`src/rtl/wnps_pkg.sv`:
```
`timescale 1ns / 1ps

package wnps_pkg;

    // Default sizes of the point table and of one coordinate.
    localparam int MAX_POINTS_DEF = 1024;
    localparam int COORD_BITS_DEF = 24;

    // Fixed field widths.
    localparam int CNT_W  = 11;
    localparam int IDX_W  = 10;
    localparam int HINT_W = 11;
    localparam int WIN_W  = 10;
    localparam int WBIT_W = 4;
    localparam int SPAN_W = CNT_W + 2;

    // Configuration port.
    localparam int APB_ADDR_W  = 3;
    localparam int APB_DATA_W  = 32;
    localparam int REG_SEL_BIT = 2;
    localparam logic REG_POINT_COUNT = 1'b0;
    localparam logic REG_CLOSED_LOOP = 1'b1;

    // Request codes.
    localparam logic REQ_WRITE = 1'b0;
    localparam logic REQ_QUERY = 1'b1;

    typedef enum logic [2:0] {
        ST_IDLE,
        ST_SETUP,
        ST_MOD,
        ST_WRAP,
        ST_SCAN,
        ST_DRAIN,
        ST_FINISH
    } seq_state_t;

    // Commands from the sequencer to the datapath.
    typedef struct packed {
        logic             issue;
        logic [CNT_W-1:0] idx;
        logic             clear_best;
        logic             load_result;
    } seq_ctrl_t;

    // Tag that travels with a point through the distance pipeline.
    typedef struct packed {
        logic             valid;
        logic [CNT_W-1:0] idx;
    } dist_tag_t;

endpackage

```
`src/rtl/wnps_dist.sv`:
```
`timescale 1ns / 1ps

module wnps_dist #(
    parameter int COORD_BITS = wnps_pkg::COORD_BITS_DEF
) (
    input  logic                        clk,
    input  logic                        rst_n,
    input  wnps_pkg::dist_tag_t         issue,
    input  logic [3*COORD_BITS-1:0]     rdata,
    input  logic signed [COORD_BITS-1:0] qx,
    input  logic signed [COORD_BITS-1:0] qy,
    input  logic signed [COORD_BITS-1:0] qz,
    output wnps_pkg::dist_tag_t         tag,
    output logic [2*COORD_BITS+2:0]     sum,
    output logic                        busy
);

    localparam int DW   = COORD_BITS + 1;
    localparam int SQW  = 2 * COORD_BITS + 1;
    localparam int SUMW = 2 * COORD_BITS + 3;

    wnps_pkg::dist_tag_t t1_reg, t2_reg, t3_reg, t4_reg, t5_reg;

    logic signed [COORD_BITS-1:0] px, py, pz;
    logic signed [DW-1:0]         dx, dy, dz;
    logic [DW-1:0]                ax_reg, ay_reg, az_reg;
    logic [2*DW-1:0]              prod_x, prod_y, prod_z;
    logic [SQW-1:0]               sqx_reg, sqy_reg, sqz_reg;
    logic [SQW-1:0]               sqz4_reg;
    logic [SUMW-1:0]              sxy_reg, sum_reg;

    // Stored point as laid out in the table word.
    assign px = rdata[COORD_BITS-1:0];
    assign py = rdata[2*COORD_BITS-1:COORD_BITS];
    assign pz = rdata[3*COORD_BITS-1:2*COORD_BITS];

    // Signed differences, one bit wider than a coordinate.
    assign dx = DW'(px) - DW'(qx);
    assign dy = DW'(py) - DW'(qy);
    assign dz = DW'(pz) - DW'(qz);

    assign prod_x = ax_reg * ax_reg;
    assign prod_y = ay_reg * ay_reg;
    assign prod_z = az_reg * az_reg;

    // Valid bits of the stages; the first stage lines up with the table read.
    always_ff @(posedge clk or negedge rst_n)
    begin
        if (!rst_n)
        begin
            t1_reg <= '0;
            t2_reg <= '0;
            t3_reg <= '0;
            t4_reg <= '0;
            t5_reg <= '0;
        end
        else
        begin
            t1_reg <= issue;
            t2_reg <= t1_reg;
            t3_reg <= t2_reg;
            t4_reg <= t3_reg;
            t5_reg <= t4_reg;
        end
    end

    // Absolute differences, squares, then a two-step sum.
    always_ff @(posedge clk)
    begin
        ax_reg   <= dx[DW-1] ? DW'(-dx) : DW'(dx);
        ay_reg   <= dy[DW-1] ? DW'(-dy) : DW'(dy);
        az_reg   <= dz[DW-1] ? DW'(-dz) : DW'(dz);
        sqx_reg  <= prod_x[SQW-1:0];
        sqy_reg  <= prod_y[SQW-1:0];
        sqz_reg  <= prod_z[SQW-1:0];
        sxy_reg  <= SUMW'(sqx_reg) + SUMW'(sqy_reg);
        sqz4_reg <= sqz_reg;
        sum_reg  <= sxy_reg + SUMW'(sqz4_reg);
    end

    assign tag  = t5_reg;
    assign sum  = sum_reg;
    assign busy = t1_reg.valid | t2_reg.valid | t3_reg.valid | t4_reg.valid | t5_reg.valid;

endmodule

```
`config.mk`:
```
export PLATFORM = sky130hd
export DESIGN_NAME = wnps_dist
export DESIGN_NICKNAME = d
export VERILOG_FILES = /design/src/rtl/wnps_pkg.sv /design/src/rtl/wnps_dist.sv
export SDC_FILE = /design/constraint.sdc
export NUM_CORES = 2
export LEC_CHECK = 0
export BUFFER_PORTS_ARGS = -buffer_cell sky130_fd_sc_hd__buf_2
export CAP_MARGIN = 20
export CORE_MARGIN = 3
export CORE_UTILIZATION = 60
export CTS_CLUSTER_SIZE = 20
export DETAILED_ROUTE_END_ITERATION = 7
export MAX_ROUTING_LAYER = met4
export PLACE_DENSITY = 0.77
export SLEW_MARGIN = 25
export SYNTH_ARGS = -nofsm -noshare
export SYNTH_HDL_FRONTEND = slang
export SYNTH_SLANG_ARGS = --single-unit
```
`constraint.sdc`:
```
create_clock -name clk -period 22 [get_ports clk]
set_input_delay 5.5 -clock clk [delete_from_list [all_inputs] [get_ports clk]]
set_output_delay 5.5 -clock clk [all_outputs]
set_load 0.02 [all_outputs]
```
==> reports/results.txt <==
Status: complete, no violations
DRC Markers: 0
Die X: 352.5 um
Worst Path Max Fanout: 6
Clk_lat worst skew: 680 ps
FMAX: 116.6 MHz
Setup violations, final: 0
Layout cells sized above 1: 5.473%
CP bufs+invs: 3
Die area: 124200 um2
Mapped Cells: 7796
Synth Area in XOR/XNOR: 4.571%
CTS H-tree lvls: 2
R2R depth: 23
Critical Path RT: 22540 ps
Ys Warns: 0
Placer congestion estimate: 0.9359
Ports: 222
Number of buffers created by CTS: 49
Reg area: 8871 um2
Syn avg cell area: 9.238 um2
Worst slew pin tran: 1064 ps
Routed Antenna Nets: 0
CP max stage delay: 640 ps
Netlist cell types: 103
RSZ-0062 raised after global routing: false
First-pass detailed-route iteration total: 5
Cts hold-fix bufs: 0
Cell Area, Synth: 72020 um2
CTS clk-pin slew, worst paths: 60 ps
Global route overflow: 0
Sequential cell area fraction in the yosys report: 12.31%
Die Height: 352.5 um
Pre-CTS setup slack: 12820 ps
Cell area after layout: 76610 um2
Clock sink count: 428
Fill count: 9739
Nets: 10.20k
Post-DP HPWL: 136700 um
Row count: 126
Hold Path Class: flip-flop to flip-flop
Initial antenna violation count: 5
Multi-input gate area: 54490 um2
Critical Path End Type: flip-flop
Simple-gate share of the synthesized area: 11.04%
DR iter-0 viols: 3084
Cells along the critical path: buf_2, inv_1, ha_1, inv_1, fa_1, a21oi_1, o211ai_2, o211ai_1, nor2_1, a211oi_2, nand4_2, or4_1, or4_4, o21bai_2, xnor2_1
Clock buffer depth: 3
Largest register FFs: 51
CP startpoint kind: input pin
Global-route wire length before repair: 279800 um
Largest net degree at the start of global routing: 61
Via count: 51.80k
Hold_ws: 308.5 ps
WL/cell: 17.47 um
Critical Path Slowest Stage Cell: or4_1
Crit path DAT: 9110 ps
Final Hold Viols: 0
Placed cell area: 74860 um2
Final setup TNS: 0 ps
P&R area growth vs syn: 6.372%
Cell family with most CP delay: simple AND/OR/NAND/NOR gates
Fin. max-slew vios: 0
Tcrit/Tclk final: 38.97%
Setup ws final: 13430 ps
Initial Utilization: 60.75%
Syn nets: 10.07k
Cts repair resizes: 0
Register bit count reported by yosys: 428
Area fraction in compound gates after synthesis: 8.499%
Critical path depth: 15
Routed WL: 167200 um
Largest family of logic cells by synthesized area: adder cells
WHS Path Cells: 0
Final setup skew: 60.80 ps
Mux share of post-synthesis cell area: 0.1320%
Slew margin rel.: 27.25%
EDFF count, synth: 0
Synth Area in Adders: 51.38%
TritonCTS clock tree: done
Setup CP Type: input pin to flip-flop
Core ar.: 118600 um2
Max-Cap Viols: 0
Post-layout min period: 8573 ps
Ys flop type: dfxtp_1
Vias in the first global route: 55.95k
GRT Util Overall: 28.56%
# port buffers: 221
Most frequent cell on the critical path: inv_1
DR vias/cell: 5.415
Asr flop ratio synth: 14.02%
Clock root buffer: clkbuf_16
Setup Fix Bufs, Post-CTS: 0
Antenna Cells: 0
[synth_stat cells, types with 29 or more instances]
master	instances	area, um2
and2_1	376	2352
nand4_1	44	275.3
dfrtp_1	60	1501
inv_1	2098	7875
dfxtp_1	368	7367
a211oi_1	29	217.7
fa_1	1401	28050
nor3_1	54	270.3
ha_1	716	8959
a21oi_1	287	1436
nor2b_1	49	306.5
a31oi_1	42	262.8
nor2_1	253	949.7
o21ai_0	143	715.7
nand2b_1	30	187.7
o21bai_1	34	255.2
xor2_1	123	1077
o21a_1	41	307.8
xnor2_1	251	2198
nand3_1	69	345.3
a21o_1	181	1359
clkbuf_1	200	750.7
nand2_1	623	2338
[routing by layer]
metal / global-route usage, % / vias up / share of wire, %
met2: 47.38 / 1736 / 49
li1: - / 23890 / -
met5: - / - / 0
met1: 36.96 / 25790 / 41
met4: 8.633 / 0 / 3.2
met3: 3.537 / 386 / 6.7
[final cells by class]
cell class | count | share of cell area (%)
clock buffer | 68 | 1.867
clock inverter | 20 | 0.4050
inverter | 2098 | 10.28
multi-input combinational | 5061 | 71.13
sequential | 428 | 11.58
tap | 1600 | 2.613
timing repair buffer | 291 | 2.130
[cells by family after synthesis]
kind of cell	after synthesis
compound gates	934
xor+xnor	375
buf+inv	2307
simple gates	1626
flops	428
mux	9
fa+ha+maj	2117
[placed cells by master (no fill, tap or decap), types with 30 or more instances in the layout]
master,count
a21oi_1,287
nor2_1,253
buf_4,70
nor2b_1,49
nand2_1,623
o21ai_0,143
ha_1,716
fa_1,1401
buf_2,221
o21bai_1,34
nor3_1,54
clkbuf_16,51
o21a_1,41
dfxtp_1,366
xor2_1,123
xnor2_1,251
a31oi_1,40
inv_1,2098
dfrtp_1,60
nand3_1,69
a21o_1,181
and2_1,376
nand4_1,44
nand2b_1,30
[metrics by stage]
| step | instances | utilization [%] |
|---|---|---|
| 2_1_floorplan | 7796 | - |
| 5_1_grt | 9566 | 64.62 |
| 3_5_place_dp | 9478 | 63.14 |
| 6_report | 9566 | 64.62 |
| 3_3_place_gp | 9478 | 63.13 |
| 4_1_cts | 9566 | 64.61 |
[final timing paths]
path / startpoint / endpoint / slack [ps]
worst max-delay path: rdata[0] / ax_reg[22] / 13430
worst min-delay path: sqz_reg[40] / sqz4_reg[40] / 310
worst max register to register: ay_reg[9] / sqy_reg[47] / 13790
worst min register to register: sqz_reg[40] / sqz4_reg[40] / 310
max in group asynchronous: rst_n / t1_reg[10] / 16580
min in group asynchronous: rst_n / t4_reg[7] / 4960
[worst register-to-register path: cells and delay by family (launching register included)]
family	cells	cell delay, ps
AOI/OAI and AO/OA	5	1430
muxes	1	230
DFF	1	980
buffers and inverters	7	880
adders and majority gates	8	4020
and+or+nand+nor	2	550
Power is left out: the tool's default activity adds up to more than one toggle a clock period on the data nets, which glitch-free logic cannot reach.
