`src/rtl/wnps_pkg.sv`:
```
`timescale 1ns / 1ps

package wnps_pkg;

    // Default sizes of the point table and of one coordinate.
    localparam int MAX_POINTS_DEF = 1024;
    localparam int COORD_BITS_DEF = 24;

    // Fixed field widths.
    localparam int CNT_W  = 11;
    localparam int IDX_W  = 10;
    localparam int HINT_W = 11;
    localparam int WIN_W  = 10;
    localparam int WBIT_W = 4;
    localparam int SPAN_W = CNT_W + 2;

    // Configuration port.
    localparam int APB_ADDR_W  = 3;
    localparam int APB_DATA_W  = 32;
    localparam int REG_SEL_BIT = 2;
    localparam logic REG_POINT_COUNT = 1'b0;
    localparam logic REG_CLOSED_LOOP = 1'b1;

    // Request codes.
    localparam logic REQ_WRITE = 1'b0;
    localparam logic REQ_QUERY = 1'b1;

    typedef enum logic [2:0] {
        ST_IDLE,
        ST_SETUP,
        ST_MOD,
        ST_WRAP,
        ST_SCAN,
        ST_DRAIN,
        ST_FINISH
    } seq_state_t;

    // Commands from the sequencer to the datapath.
    typedef struct packed {
        logic             issue;
        logic [CNT_W-1:0] idx;
        logic             clear_best;
        logic             load_result;
    } seq_ctrl_t;

    // Tag that travels with a point through the distance pipeline.
    typedef struct packed {
        logic             valid;
        logic [CNT_W-1:0] idx;
    } dist_tag_t;

endpackage

```
`src/rtl/wnps_seq.sv`:
```
`timescale 1ns / 1ps

module wnps_seq (
    input  logic                              clk,
    input  logic                              rst_n,
    input  logic                              in_valid,
    input  logic                              req_type,
    input  logic signed [wnps_pkg::HINT_W-1:0] hint_index,
    input  logic [wnps_pkg::WIN_W-1:0]        search_window,
    input  logic [wnps_pkg::CNT_W-1:0]        n_eff,
    input  logic                              closed,
    input  logic                              pipe_busy,
    input  logic                              out_free,
    output logic                              in_ready,
    output wnps_pkg::seq_ctrl_t               ctrl
);

    localparam int CW = wnps_pkg::CNT_W;
    localparam int SW = wnps_pkg::SPAN_W;
    localparam int IW = wnps_pkg::IDX_W;

    wnps_pkg::seq_state_t state_reg, state_next;

    logic [wnps_pkg::HINT_W-1:0] hint_reg, hint_next;
    logic [wnps_pkg::WIN_W-1:0]  win_reg, win_next;
    logic [CW-1:0]               idx_reg, idx_next;
    logic [CW-1:0]               cnt_reg, cnt_next;
    logic [CW-1:0]               rem_reg, rem_next;
    logic [wnps_pkg::WBIT_W-1:0] bit_reg, bit_next;

    logic          query_acc;
    logic          hint_ok;
    logic [CW-1:0] n_last;
    logic [SW-1:0] open_first, open_last;
    logic [CW-1:0] open_start, open_end, open_cnt;
    logic [CW:0]   mod_trial, mod_sub;
    logic [CW-1:0] mod_rem;
    logic [CW:0]   wrap_diff, wrap_sum;
    logic [CW-1:0] wrap_start;
    logic [CW-1:0] scan_next_idx;

    assign in_ready  = (state_reg == wnps_pkg::ST_IDLE);
    assign query_acc = in_valid && in_ready && (req_type == wnps_pkg::REQ_QUERY);
    assign n_last    = n_eff - CW'(1);

    // The hint counts only inside the table and with a nonzero window.
    assign hint_ok = !hint_reg[wnps_pkg::HINT_W-1]
                     && (CW'(hint_reg[IW-1:0]) < n_eff)
                     && (win_reg != '0);

    // Open path: clamp the window to the table.
    assign open_first = SW'(hint_reg[IW-1:0]) - SW'(win_reg);
    assign open_last  = SW'(hint_reg[IW-1:0]) + SW'(win_reg);
    assign open_start = open_first[SW-1] ? '0 : open_first[CW-1:0];
    assign open_end   = (open_last > SW'(n_last)) ? n_last : open_last[CW-1:0];
    assign open_cnt   = open_end - open_start + CW'(1);

    // Closed loop: window modulo count, one window bit per cycle.
    assign mod_trial = {rem_reg, win_reg[bit_reg]};
    assign mod_sub   = mod_trial - (CW+1)'(n_eff);
    assign mod_rem   = (mod_trial >= (CW+1)'(n_eff)) ? mod_sub[CW-1:0] : mod_trial[CW-1:0];

    // First scanned slot of a wrapped window.
    assign wrap_diff  = (CW+1)'(hint_reg[IW-1:0]) - (CW+1)'(rem_reg);
    assign wrap_sum   = wrap_diff + (CW+1)'(n_eff);
    assign wrap_start = wrap_diff[CW] ? wrap_sum[CW-1:0] : wrap_diff[CW-1:0];

    assign scan_next_idx = (closed && (idx_reg == n_last)) ? '0 : idx_reg + CW'(1);

    // Next state.
    always_comb
    begin
        state_next = state_reg;
        case (state_reg)
            wnps_pkg::ST_IDLE:
            begin
                if (query_acc)
                begin
                    state_next = wnps_pkg::ST_SETUP;
                end
            end
            wnps_pkg::ST_SETUP:
            begin
                if (n_eff == '0)
                begin
                    state_next = wnps_pkg::ST_FINISH;
                end
                else if (hint_ok && closed)
                begin
                    state_next = wnps_pkg::ST_MOD;
                end
                else
                begin
                    state_next = wnps_pkg::ST_SCAN;
                end
            end
            wnps_pkg::ST_MOD:
            begin
                if (bit_reg == '0)
                begin
                    state_next = wnps_pkg::ST_WRAP;
                end
            end
            wnps_pkg::ST_WRAP:
            begin
                state_next = wnps_pkg::ST_SCAN;
            end
            wnps_pkg::ST_SCAN:
            begin
                if (cnt_reg == CW'(1))
                begin
                    state_next = wnps_pkg::ST_DRAIN;
                end
            end
            wnps_pkg::ST_DRAIN:
            begin
                if (!pipe_busy)
                begin
                    state_next = wnps_pkg::ST_FINISH;
                end
            end
            wnps_pkg::ST_FINISH:
            begin
                if (out_free)
                begin
                    state_next = wnps_pkg::ST_IDLE;
                end
            end
            default:
            begin
                state_next = wnps_pkg::ST_IDLE;
            end
        endcase
    end

    // Scan bounds, remainder and index counters.
    always_comb
    begin
        hint_next = hint_reg;
        win_next  = win_reg;
        idx_next  = idx_reg;
        cnt_next  = cnt_reg;
        rem_next  = rem_reg;
        bit_next  = bit_reg;
        case (state_reg)
            wnps_pkg::ST_IDLE:
            begin
                if (query_acc)
                begin
                    hint_next = hint_index;
                    win_next  = search_window;
                end
            end
            wnps_pkg::ST_SETUP:
            begin
                rem_next = '0;
                bit_next = wnps_pkg::WBIT_W'(wnps_pkg::WIN_W - 1);
                if (!hint_ok)
                begin
                    idx_next = '0;
                    cnt_next = n_eff;
                end
                else if (!closed)
                begin
                    idx_next = open_start;
                    cnt_next = open_cnt;
                end
            end
            wnps_pkg::ST_MOD:
            begin
                rem_next = mod_rem;
                bit_next = bit_reg - wnps_pkg::WBIT_W'(1);
            end
            wnps_pkg::ST_WRAP:
            begin
                idx_next = wrap_start;
                cnt_next = {win_reg, 1'b1};
            end
            wnps_pkg::ST_SCAN:
            begin
                idx_next = scan_next_idx;
                cnt_next = cnt_reg - CW'(1);
            end
            default:
            begin
                idx_next = idx_reg;
            end
        endcase
    end

    // Commands to the datapath.
    always_comb
    begin
        ctrl.issue       = (state_reg == wnps_pkg::ST_SCAN);
        ctrl.idx         = idx_reg;
        ctrl.clear_best  = query_acc;
        ctrl.load_result = (state_reg == wnps_pkg::ST_FINISH) && out_free;
    end

    always_ff @(posedge clk or negedge rst_n)
    begin
        if (!rst_n)
        begin
            state_reg <= wnps_pkg::ST_IDLE;
        end
        else
        begin
            state_reg <= state_next;
        end
    end

    always_ff @(posedge clk)
    begin
        hint_reg <= hint_next;
        win_reg  <= win_next;
        idx_reg  <= idx_next;
        cnt_reg  <= cnt_next;
        rem_reg  <= rem_next;
        bit_reg  <= bit_next;
    end

endmodule

```
`config.mk`:
```
export PLATFORM = sky130hd
export DESIGN_NAME = wnps_seq
export DESIGN_NICKNAME = d
export VERILOG_FILES = /design/src/rtl/wnps_pkg.sv /design/src/rtl/wnps_seq.sv
export SDC_FILE = /design/constraint.sdc
export NUM_CORES = 1
export LEC_CHECK = 0
export ABC_CLOCK_PERIOD_IN_PS = 11300
export BUFFER_PORTS_ARGS = -buffer_cell sky130_fd_sc_hd__buf_2
export CAP_MARGIN = 30
export CELL_PAD_IN_SITES_DETAIL_PLACEMENT = 1
export CELL_PAD_IN_SITES_GLOBAL_PLACEMENT = 1
export CORE_UTILIZATION = 50
export CTS_CLUSTER_DIAMETER = 200
export DETAILED_ROUTE_END_ITERATION = 8
export PLACE_DENSITY_LB_ADDON = 0.1
export SLEW_MARGIN = 20
export SYNTH_ARGS = -nofsm -noshare
export SYNTH_HDL_FRONTEND = slang
export SYNTH_SLANG_ARGS = --single-unit
```
`constraint.sdc`:
```
create_clock -name clk -period 11.3 [get_ports clk]
set_input_delay 0.565 -clock clk [delete_from_list [all_inputs] [get_ports clk]]
set_output_delay 0.565 -clock clk [all_outputs]
set_load 0.02 [all_outputs]
```
==> results.cfg, run 1 <==
[run]
max-cap-violations = 0

[timing]
period_minus_slack_ps = 6610
setup_viol = 0
hold_viol_final = 0
clock_skew_ps = 10.3
max_freq_ghz = 0.151
drv_slew = 0
relSlewSlack_pct = 55.4
worst_slack_ps = 4690
tns_ps = 0
period_share_pct = 58.5
rsz0062_at_grt = no
tightest_slew_ps = 664

[global_route]
grt_pass1_wl_um = 36900
grt_pass1_vias = 6621
gr-usage-all-layers_pct = 34.4
grt_max_degree = 23
grt_antenna_before_repair = 0
overflow = 0

[logic_synthesis]
ys_seq_area_share_pct = 25.8
synthDominantCellAreaShare_pct = 24.7
synth_seq_cells = 61
syn_inst = 795
netlist_area_sq_um = 7050
synth_edf_count = 58
synth_area_leader_cell = edfxtp_1
avgSynthCellArea_sq_um = 8.86
synth.distinct_cells = 69
synth_area_leaders = edfxtp_1, ha_1, xnor2_1, nor2_1, inv_1
synth_ff_type = edfxtp_1
ys_warn_count = 0
syn-num-nets = 936
async_flop_share_pct = 4.92

[setup_path]
slowest_delay_ps = 560
path_cells = ha_1, nor2b_1, o21ai_0, a221oi_1, o41a_1, a221o_1, xnor2_1, ha_1, nand3_1, a211oi_1, nor2_1, a41oi_1, buf_4, nor2_1, a21oi_1, ha_1, ha_1, a21oi_1, o211ai_1, or4_1, a31o_2, a21oi_1, xnor3_1, o311ai_1
cp-end-kind = register
worst-path-max-fanout = 19
worst_path_max_delay_cell = edfxtp_1
cp-start-kind = register
path_common_cell = ha_1
worstPathArrival_ps = 6750
crit_required_ps = 11440
crit_buf_inv = 1
rr_worst_depth = 24
worst-setup-path-type = reg -> reg
crit_family = compound AO/OA/AOI/OAI gates
path_depth = 24

[power]
total_power_mw = 1.84
p_leak_nw = 3.42
powerDensity_nw_per_um2 = 236
peakVddDrop_mv = 0.157

[clock_tree]
cts_made_buffers = 9
ctsResizeCount = 0
hold_buffers = 0
clkSinkCount = 61
clkTransAtPathRegs_ps = 60
cts_tree = built
htree_levels = 3
worstSkewPairLatency_ps = 340
clk_path_buf_depth = 2
postCtsSetupBuffers = 0
clockRootBuffer = clkbuf_16

[die]
die_y_um = 121
die_w_um = 121
ios = 54
start_util_pct = 51.0
core-area_sq_um = 13800
dieArea_sq_um = 14600
rows = 43

[layout]
area_delta_synth_final_pct = 10.7
fillers = 1661
final_common_cell = ha_1
num-nets-final = 988
drive_above_1_share_pct = 11.7
layout_common_cells = ha_1, nor2_1, inv_1
num_antenna_cells = 0

[route]
vias_per_cell = 6.26
drt_first_pass_iters = 5
wl_per_cell_um = 23.5
drt_wl_total_um = 24200
ant_nets = 0
vias = 6460
drc_errors = 0
drtIter0Drc = 370

[placement]
dp_slack_ps = 4810
hpwl_um = 19400
gp_congestion = 0.940
io_buffers = 53

[run_status]
status = complete, no violations

[min_path]
hold_path.class = in -> async
[synthesized netlist by cell type, types with 7 or more instances]
cell type,count
ha_1,96
a21o_1,14
edfxtp_1,58
o21ai_0,32
a22oi_1,7
or3_1,8
a21oi_1,49
nor3_1,22
nor2b_1,14
nand2b_1,7
nor4_1,10
inv_1,66
a221o_1,9
xnor2_1,57
nand2_1,55
nand3_1,21
xor2_1,24
and3_1,9
a211oi_1,12
o21a_1,9
mux2i_1,18
nor2_1,71
clkbuf_1,16
a31oi_1,8
[logic make-up after synthesis]
group                    count (synthesis)  share of synthesized area, %
AND/OR/NAND/NOR                        246                          17.5
AO/OA/AOI/OAI                          192                          18.6
adder cells (fa/ha/maj)                102                          18.8
buffers and inverters                   88                          4.90
XOR/XNOR                                84                          10.9
flip-flops                              61                          25.8
multiplexers                            22                          3.52
[where the power goes]
part / internal [mW] / total (mW) / switching, mW
combinational: 0.458 / 1.10 / 0.647
sequential: 0.357 / 0.456 / 0.0995
clock: 0.170 / 0.278 / 0.108
total: 0.984 / 1.84 / 0.854
[final cells by class]
cell class	count	area, sq um	share of cell area [%]
well taps	180	225	2.89
clock inverters	5	52.6	0.674
repair buffers	62	335	4.30
flip-flops and latches	61	1820	23.3
inverters	67	251	3.22
clock buffers	11	233	2.98
multi-input cells	646	4890	62.6
[layer usage]
metal  GRT usage (%)  vias up  routed length, um
met1            45.6     3180              10700
li1                -     3017                  -
met3            5.33       59               1490
met4            16.9        0               1130
met2            54.6      204              10900
met5               0        -                  0
[through the flow]
stage,instance area (sq um),hold slack (ps),instances,utilization [%]
CTS,7780,14.2,1029,56.2
floorplan,7050,269,795,-
finish,7800,20.1,1032,56.4
global route,7800,21.1,1032,56.4
global placement,7490,367,1013,54.2
detailed placement,7490,372,1013,54.2
[worst paths after layout]
check | from | slack, ps | to
max | hint_reg[1] | 4690 | cnt_reg[10]
min | rst_n | 20 | state_reg[2]
max reg2reg | hint_reg[1] | 4690 | cnt_reg[10]
min reg2reg | rem_reg[3] | 660 | rem_reg[4]
max in group asynchronous | rst_n | 11160 | state_reg[1]
min in group clk | search_window[8] | 400 | win_reg[8]
Note: power is estimated with default switching activity, not from simulation.
==> run 2, diff against run 1 <==
--- a/config.mk
+++ b/config.mk
@@ -5,12 +5,12 @@
 export SDC_FILE = /design/constraint.sdc
 export NUM_CORES = 1
 export LEC_CHECK = 0
-export ABC_CLOCK_PERIOD_IN_PS = 11300
+export ABC_CLOCK_PERIOD_IN_PS = 6100
 export BUFFER_PORTS_ARGS = -buffer_cell sky130_fd_sc_hd__buf_2
 export CAP_MARGIN = 30
 export CELL_PAD_IN_SITES_DETAIL_PLACEMENT = 1
 export CELL_PAD_IN_SITES_GLOBAL_PLACEMENT = 1
-export CORE_UTILIZATION = 50
+export CORE_UTILIZATION = 48
 export CTS_CLUSTER_DIAMETER = 200
 export DETAILED_ROUTE_END_ITERATION = 8
 export PLACE_DENSITY_LB_ADDON = 0.1
==> constraint.sdc (replaced) <==
create_clock -name clk -period 6.1 [get_ports clk]
set_input_delay 0.305 -clock clk [delete_from_list [all_inputs] [get_ports clk]]
set_output_delay 0.305 -clock clk [all_outputs]
set_load 0.02 [all_outputs]
==> run 2 against run 1 <==
  * Power is 95% higher
  * Highest routed layer unchanged
  * Final area is 5.6% higher
  * Sequential share of layout area is 1.2 points lower
  * Fmax up 10%
==> results.cfg, run 2 (synthesis gave the netlist of run 1 again) <==
[run_status]
status = complete, no violations

[timing]
period_share_pct = 98.1
setup_viol = 0
rsz0062_at_grt = yes
clock_skew_ps = 9.68
relSlewSlack_pct = 45.6
hold_viol_final = 0
drv_slew = 0
tns_ps = 0
worst_slack_ps = 117
period_minus_slack_ps = 5980
tightest_slew_ps = 816
max_freq_ghz = 0.167

[setup_path]
crit_family = compound AO/OA/AOI/OAI gates
slowest_delay_ps = 470
crit_required_ps = 6250
worst-setup-path-type = reg -> reg
worst_path_max_delay_cell = edfxtp_1
path_depth = 28
rr_worst_depth = 28
cp-end-kind = register
cp-start-kind = register
crit_buf_inv = 6
worstPathArrival_ps = 6130
worst-path-max-fanout = 7

[layout]
layout_common_cells = ha_1, nor2_1, inv_1
drive_above_1_share_pct = 17.3
num-nets-final = 1019
multiInputGateArea_sq_um = 5050
seqCellArea_sq_um = 1820
area_delta_synth_final_pct = 16.9
final_common_cell = ha_1
num_antenna_cells = 0
fillers = 1656

[route]
drtIter0Drc = 458
drt_first_pass_iters = 5
vias = 6697
drt_wl_total_um = 25200
wl_per_cell_um = 23.7
drc_errors = 0
ant_nets = 0
vias_per_cell = 6.30

[placement]
dp_slack_ps = -84.1
io_buffers = 53
gp_congestion = 0.904
hpwl_um = 19500

[die]
die_w_um = 123
start_util_pct = 50.0
ios = 54
core-area_sq_um = 14100
rows = 43
dieArea_sq_um = 15200
die_y_um = 123

[global_route]
grt_antenna_before_repair = 0
overflow = 0
grt_max_degree = 23
grt_pass1_vias = 6804
grt_pass1_wl_um = 37900
gr-usage-all-layers_pct = 34.2

[min_path]
hold_depth = 1
hold_path.class = in -> reg

[clock_tree]
cts_made_buffers = 9
clockRootBuffer = clkbuf_16
clk_path_buf_depth = 2
clkTransAtPathRegs_ps = 60
worstSkewPairLatency_ps = 350
htree_levels = 3
cts_tree = built
clkSinkCount = 61

[run]
max-cap-violations = 0

[power]
powerDensity_nw_per_um2 = 435
peakVddDrop_mv = 0.331
p_leak_nw = 3.60
total_power_mw = 3.59
[run 2: cell count changes in the layout (fill, tap and decap cells not counted), moves of 3 or more]
cell     previous run  this run
ha_4                0         4
buf_4               6        33
o21ai_2             1         4
o21ai_0            31        28
ha_1               96        90
[run 2: layout make-up]
class | count | share of cell area, %
clock buffer | 10 | 2.78
clock inverter | 6 | 0.774
inverter | 67 | 3.05
multi-input combinational | 646 | 61.3
sequential | 61 | 22.1
tap | 180 | 2.73
timing repair buffer | 93 | 7.33
[run 2: path summary, 6_finish.rpt]
path | from | end | slack [ps]
min in group asynchronous | rst_n | state_reg[1] | 290
max reg2reg | win_reg[4] | cnt_reg[10] | 120
max in group asynchronous | rst_n | state_reg[2] | 5700
min | search_window[7] | win_reg[7] | 130
min reg2reg | rem_reg[3] | rem_reg[4] | 670
max | win_reg[4] | cnt_reg[10] | 120
[run 2: metal layers]
| layer | wire (um) | track usage, % |
|---|---|---|
| met4 | 1020 | 16.0 |
| met2 | 11600 | 54.9 |
| met3 | 1490 | 4.38 |
| met5 | 0 | 0 |
| met1 | 11100 | 45.6 |
[run 2: through the flow]
stage | hold slack, ps | cells | cell area (sq um) | util, %
finish | 134 | 1063 | 8240 | 58.5
global route | 130 | 1063 | 8240 | 58.5
CTS | 129 | 1051 | 7980 | 56.6
detailed placement | 106 | 1033 | 7660 | 54.3
global placement | 106 | 1032 | 7650 | 54.3
floorplan | 9.41 | 795 | 7050 | -
[run 2: report_power, final]
| group | switching (mW) | leakage [nW] | internal, mW |
|---|---|---|---|
| Combinational | 1.27 | 2.88 | 0.947 |
| Clock | 0.210 | 0.140 | 0.316 |
| Sequential | 0.182 | 0.581 | 0.661 |
[run 2: what timing repair did]
item	CTS	global route
endpoints found under the setup margin	2	5
gates resized for setup	3	26
buffers inserted	1	9
cloned	0	1
pin swaps	0	11
endpoints found under the hold margin	3	0
hold buffers	1	0
[run 2: worst reg2reg max path, delay by kind of cell (launching register included)]
family	cells	cell delay, ps
xor gates and xnor gates	2	390
DFF	1	470
and+or+nand+nor	6	1290
buffers and inverters	6	790
AOI/OAI and AO/OA	10	1810
adders and majority gates	4	1040
==> run 3, diff against run 2 <==
--- a/config.mk
+++ b/config.mk
@@ -10,10 +10,11 @@
 export CAP_MARGIN = 30
 export CELL_PAD_IN_SITES_DETAIL_PLACEMENT = 1
 export CELL_PAD_IN_SITES_GLOBAL_PLACEMENT = 1
-export CORE_UTILIZATION = 48
+export CORE_UTILIZATION = 30
 export CTS_CLUSTER_DIAMETER = 200
 export DETAILED_ROUTE_END_ITERATION = 8
 export PLACE_DENSITY_LB_ADDON = 0.1
+export SETUP_SLACK_MARGIN = 0.5
 export SLEW_MARGIN = 20
 export SYNTH_ARGS = -nofsm -noshare
 export SYNTH_HDL_FRONTEND = slang
==> run 3 against run 2 <==
  * Worst setup slack gained 270 ps
  * Critical path depth shrank 4
  * Combinational power up 4%
  * Power up 1.0%
  * Sequential power down 1%
  * Critical endpoint unchanged
  * Utilization fell by 20 points
  * Via count down 5.7%
  * Global-route usage shrank 12 points
  * Fmax grew 4.6%
  * Wire length rose by 3.1%
  * Largest cell class unchanged
  * Largest power group unchanged
  * Non-clock buffer count up 19
==> results.cfg, run 3 (synthesis gave the netlist of run 1 again) <==
[setup_path]
cp-end-kind = register
crit_required_ps = 6260
worst-setup-path-type = reg -> reg
worstPathArrival_ps = 5870
path_cells = ha_4, nor2b_2, o21ai_2, a221oi_2, o41a_1, a221o_1, xnor2_2, ha_1, nand3_2, nor3_4, a221o_1, nor2_4, a41oi_4, buf_6, a21oi_2, ha_1, ha_4, a21oi_4, o211ai_1, or4_4, a31o_4, a21oi_2, xnor3_1, o311ai_1
crit_family = compound AO/OA/AOI/OAI gates
crit_buf_inv = 1
slowest_delay_ps = 460
cp-start-kind = register
reg2reg_slack_ps = 380
worst_path_max_delay_cell = edfxtp_1
worst-path-max-fanout = 4

[timing]
tns_ps = 0
hold_ws_ps = 133
relSlewSlack_pct = 56.0
max_freq_ghz = 0.175
tightest_slew_ps = 652
setup_viol = 0
rsz0062_at_grt = yes
clock_skew_ps = 8.88
worst_slack_ps = 383
period_share_pct = 93.7
drv_slew = 0
period_minus_slack_ps = 5720
hold_viol_final = 0

[clock_tree]
clkTransAtPathRegs_ps = 60
clk_path_buf_depth = 2
worstSkewPairLatency_ps = 340
cts_made_buffers = 9
htree_levels = 3
clockRootBuffer = clkbuf_16
cts_tree = built
clkSinkCount = 61

[power]
p_int_mw = 1.94
p_comb_share_pct = 63.8
p_sw_share_pct = 46.3
peakVddDrop_mv = 0.182
power_frac_seq_pct = 22.9
powerDensity_nw_per_um2 = 415
clkPwrFrac_pct = 13.3
p_sw_mw = 1.68
p_leak_nw = 3.70

[global_route]
gr-usage-all-layers_pct = 21.8
grt_pass1_vias = 6600
grt_antenna_before_repair = 0
overflow = 0
grt_max_degree = 23
grt_pass1_wl_um = 39200

[route]
drtIter0Drc = 240
vias = 6312
wl_per_cell_um = 21.4
wl_met3_um = 1160
drc_errors = 0
drt-met1-wl_um = 12300
wl_met2_um = 12200
vias_per_cell = 5.19
drt_wl_total_um = 26000
ant_nets = 0
drt_first_pass_iters = 4
top_layer_used = met4

[layout]
drive_above_1_share_pct = 22.3
num_antenna_cells = 0
fin_cells = 1216
num-nets-final = 1039
layout_common_cells = ha_1, nor2_1, inv_1
area_delta_synth_final_pct = 24.0
final_common_cell = ha_1

[die]
die_w_um = 155
start_util_pct = 30.8
die_y_um = 155
ios = 54
rows = 55
dieArea_sq_um = 24100
core-area_sq_um = 22800

[min_path]
hold_path.class = in -> reg

[placement]
hpwl_um = 21400
placedCellCount = 1169
io_buffers = 53
gp_congestion = 0.902
dp_slack_ps = -76.7

[run]
max-cap-violations = 0

[run_status]
status = complete, no violations
-- run 3: final timing paths --
path | startpoint | end | depth (start not counted)
hold / removal | hint_index[10] | hint_reg[10] | 1
setup reg to reg | hint_reg[1] | cnt_reg[10] | 24
setup / recovery | hint_reg[1] | cnt_reg[10] | 24
hold reg to reg | rem_reg[8] | rem_reg[9] | 2
max in group asynchronous | rst_n | state_reg[2] | 2
min in group asynchronous | rst_n | state_reg[1] | 2
-- run 3: area by class of cell --
| cell class | count | area, sq um |
|---|---|---|
| fill | 2675 | 14100 |
| multi-input combinational | 647 | 5270 |
| sequential | 61 | 1820 |
| timing repair buffer | 112 | 734 |
| tap | 313 | 392 |
| inverter | 67 | 251 |
| clock buffer | 9 | 225 |
| clock inverter | 7 | 50.0 |
-- run 3: per-stage QoR --
stage	cell area [sq um]	total power [mW]	util [%]
6_report	8740	3.62	38.3
5_1_grt	8740	3.90	38.3
4_1_cts	8370	3.50	36.6
3_5_place_dp	7890	2.91	34.5
3_3_place_gp	7890	2.88	34.5
2_1_floorplan	7130	2.31	-
-- run 3: per-layer routing --
layer	track usage (%)	vias to the layer above
li1	-	3128
met4	5.18	0
met2	36.0	113
met3	2.92	15
met5	0	-
met1	30.2	3056
-- run 3: power by group through the flow --
stage                     logic, mW  registers, mW  clock network, mW
final                          2.31          0.831              0.482
after global routing           2.54          0.855              0.508
after CTS                      2.17          0.832              0.497
after detailed placement       2.07          0.840                  0
after global placement         2.04          0.838                  0
after floorplan                1.49          0.822                  0
-- run 3: repair_timing --
action,4_1_cts,5_1_grt
hold endpoints to repair,3,0
gates resized for setup,12,46
pin swaps,8,24
setup endpoints to repair,5,5
buffers inserted,12,14
gates cloned,1,0
hold buffers,1,0
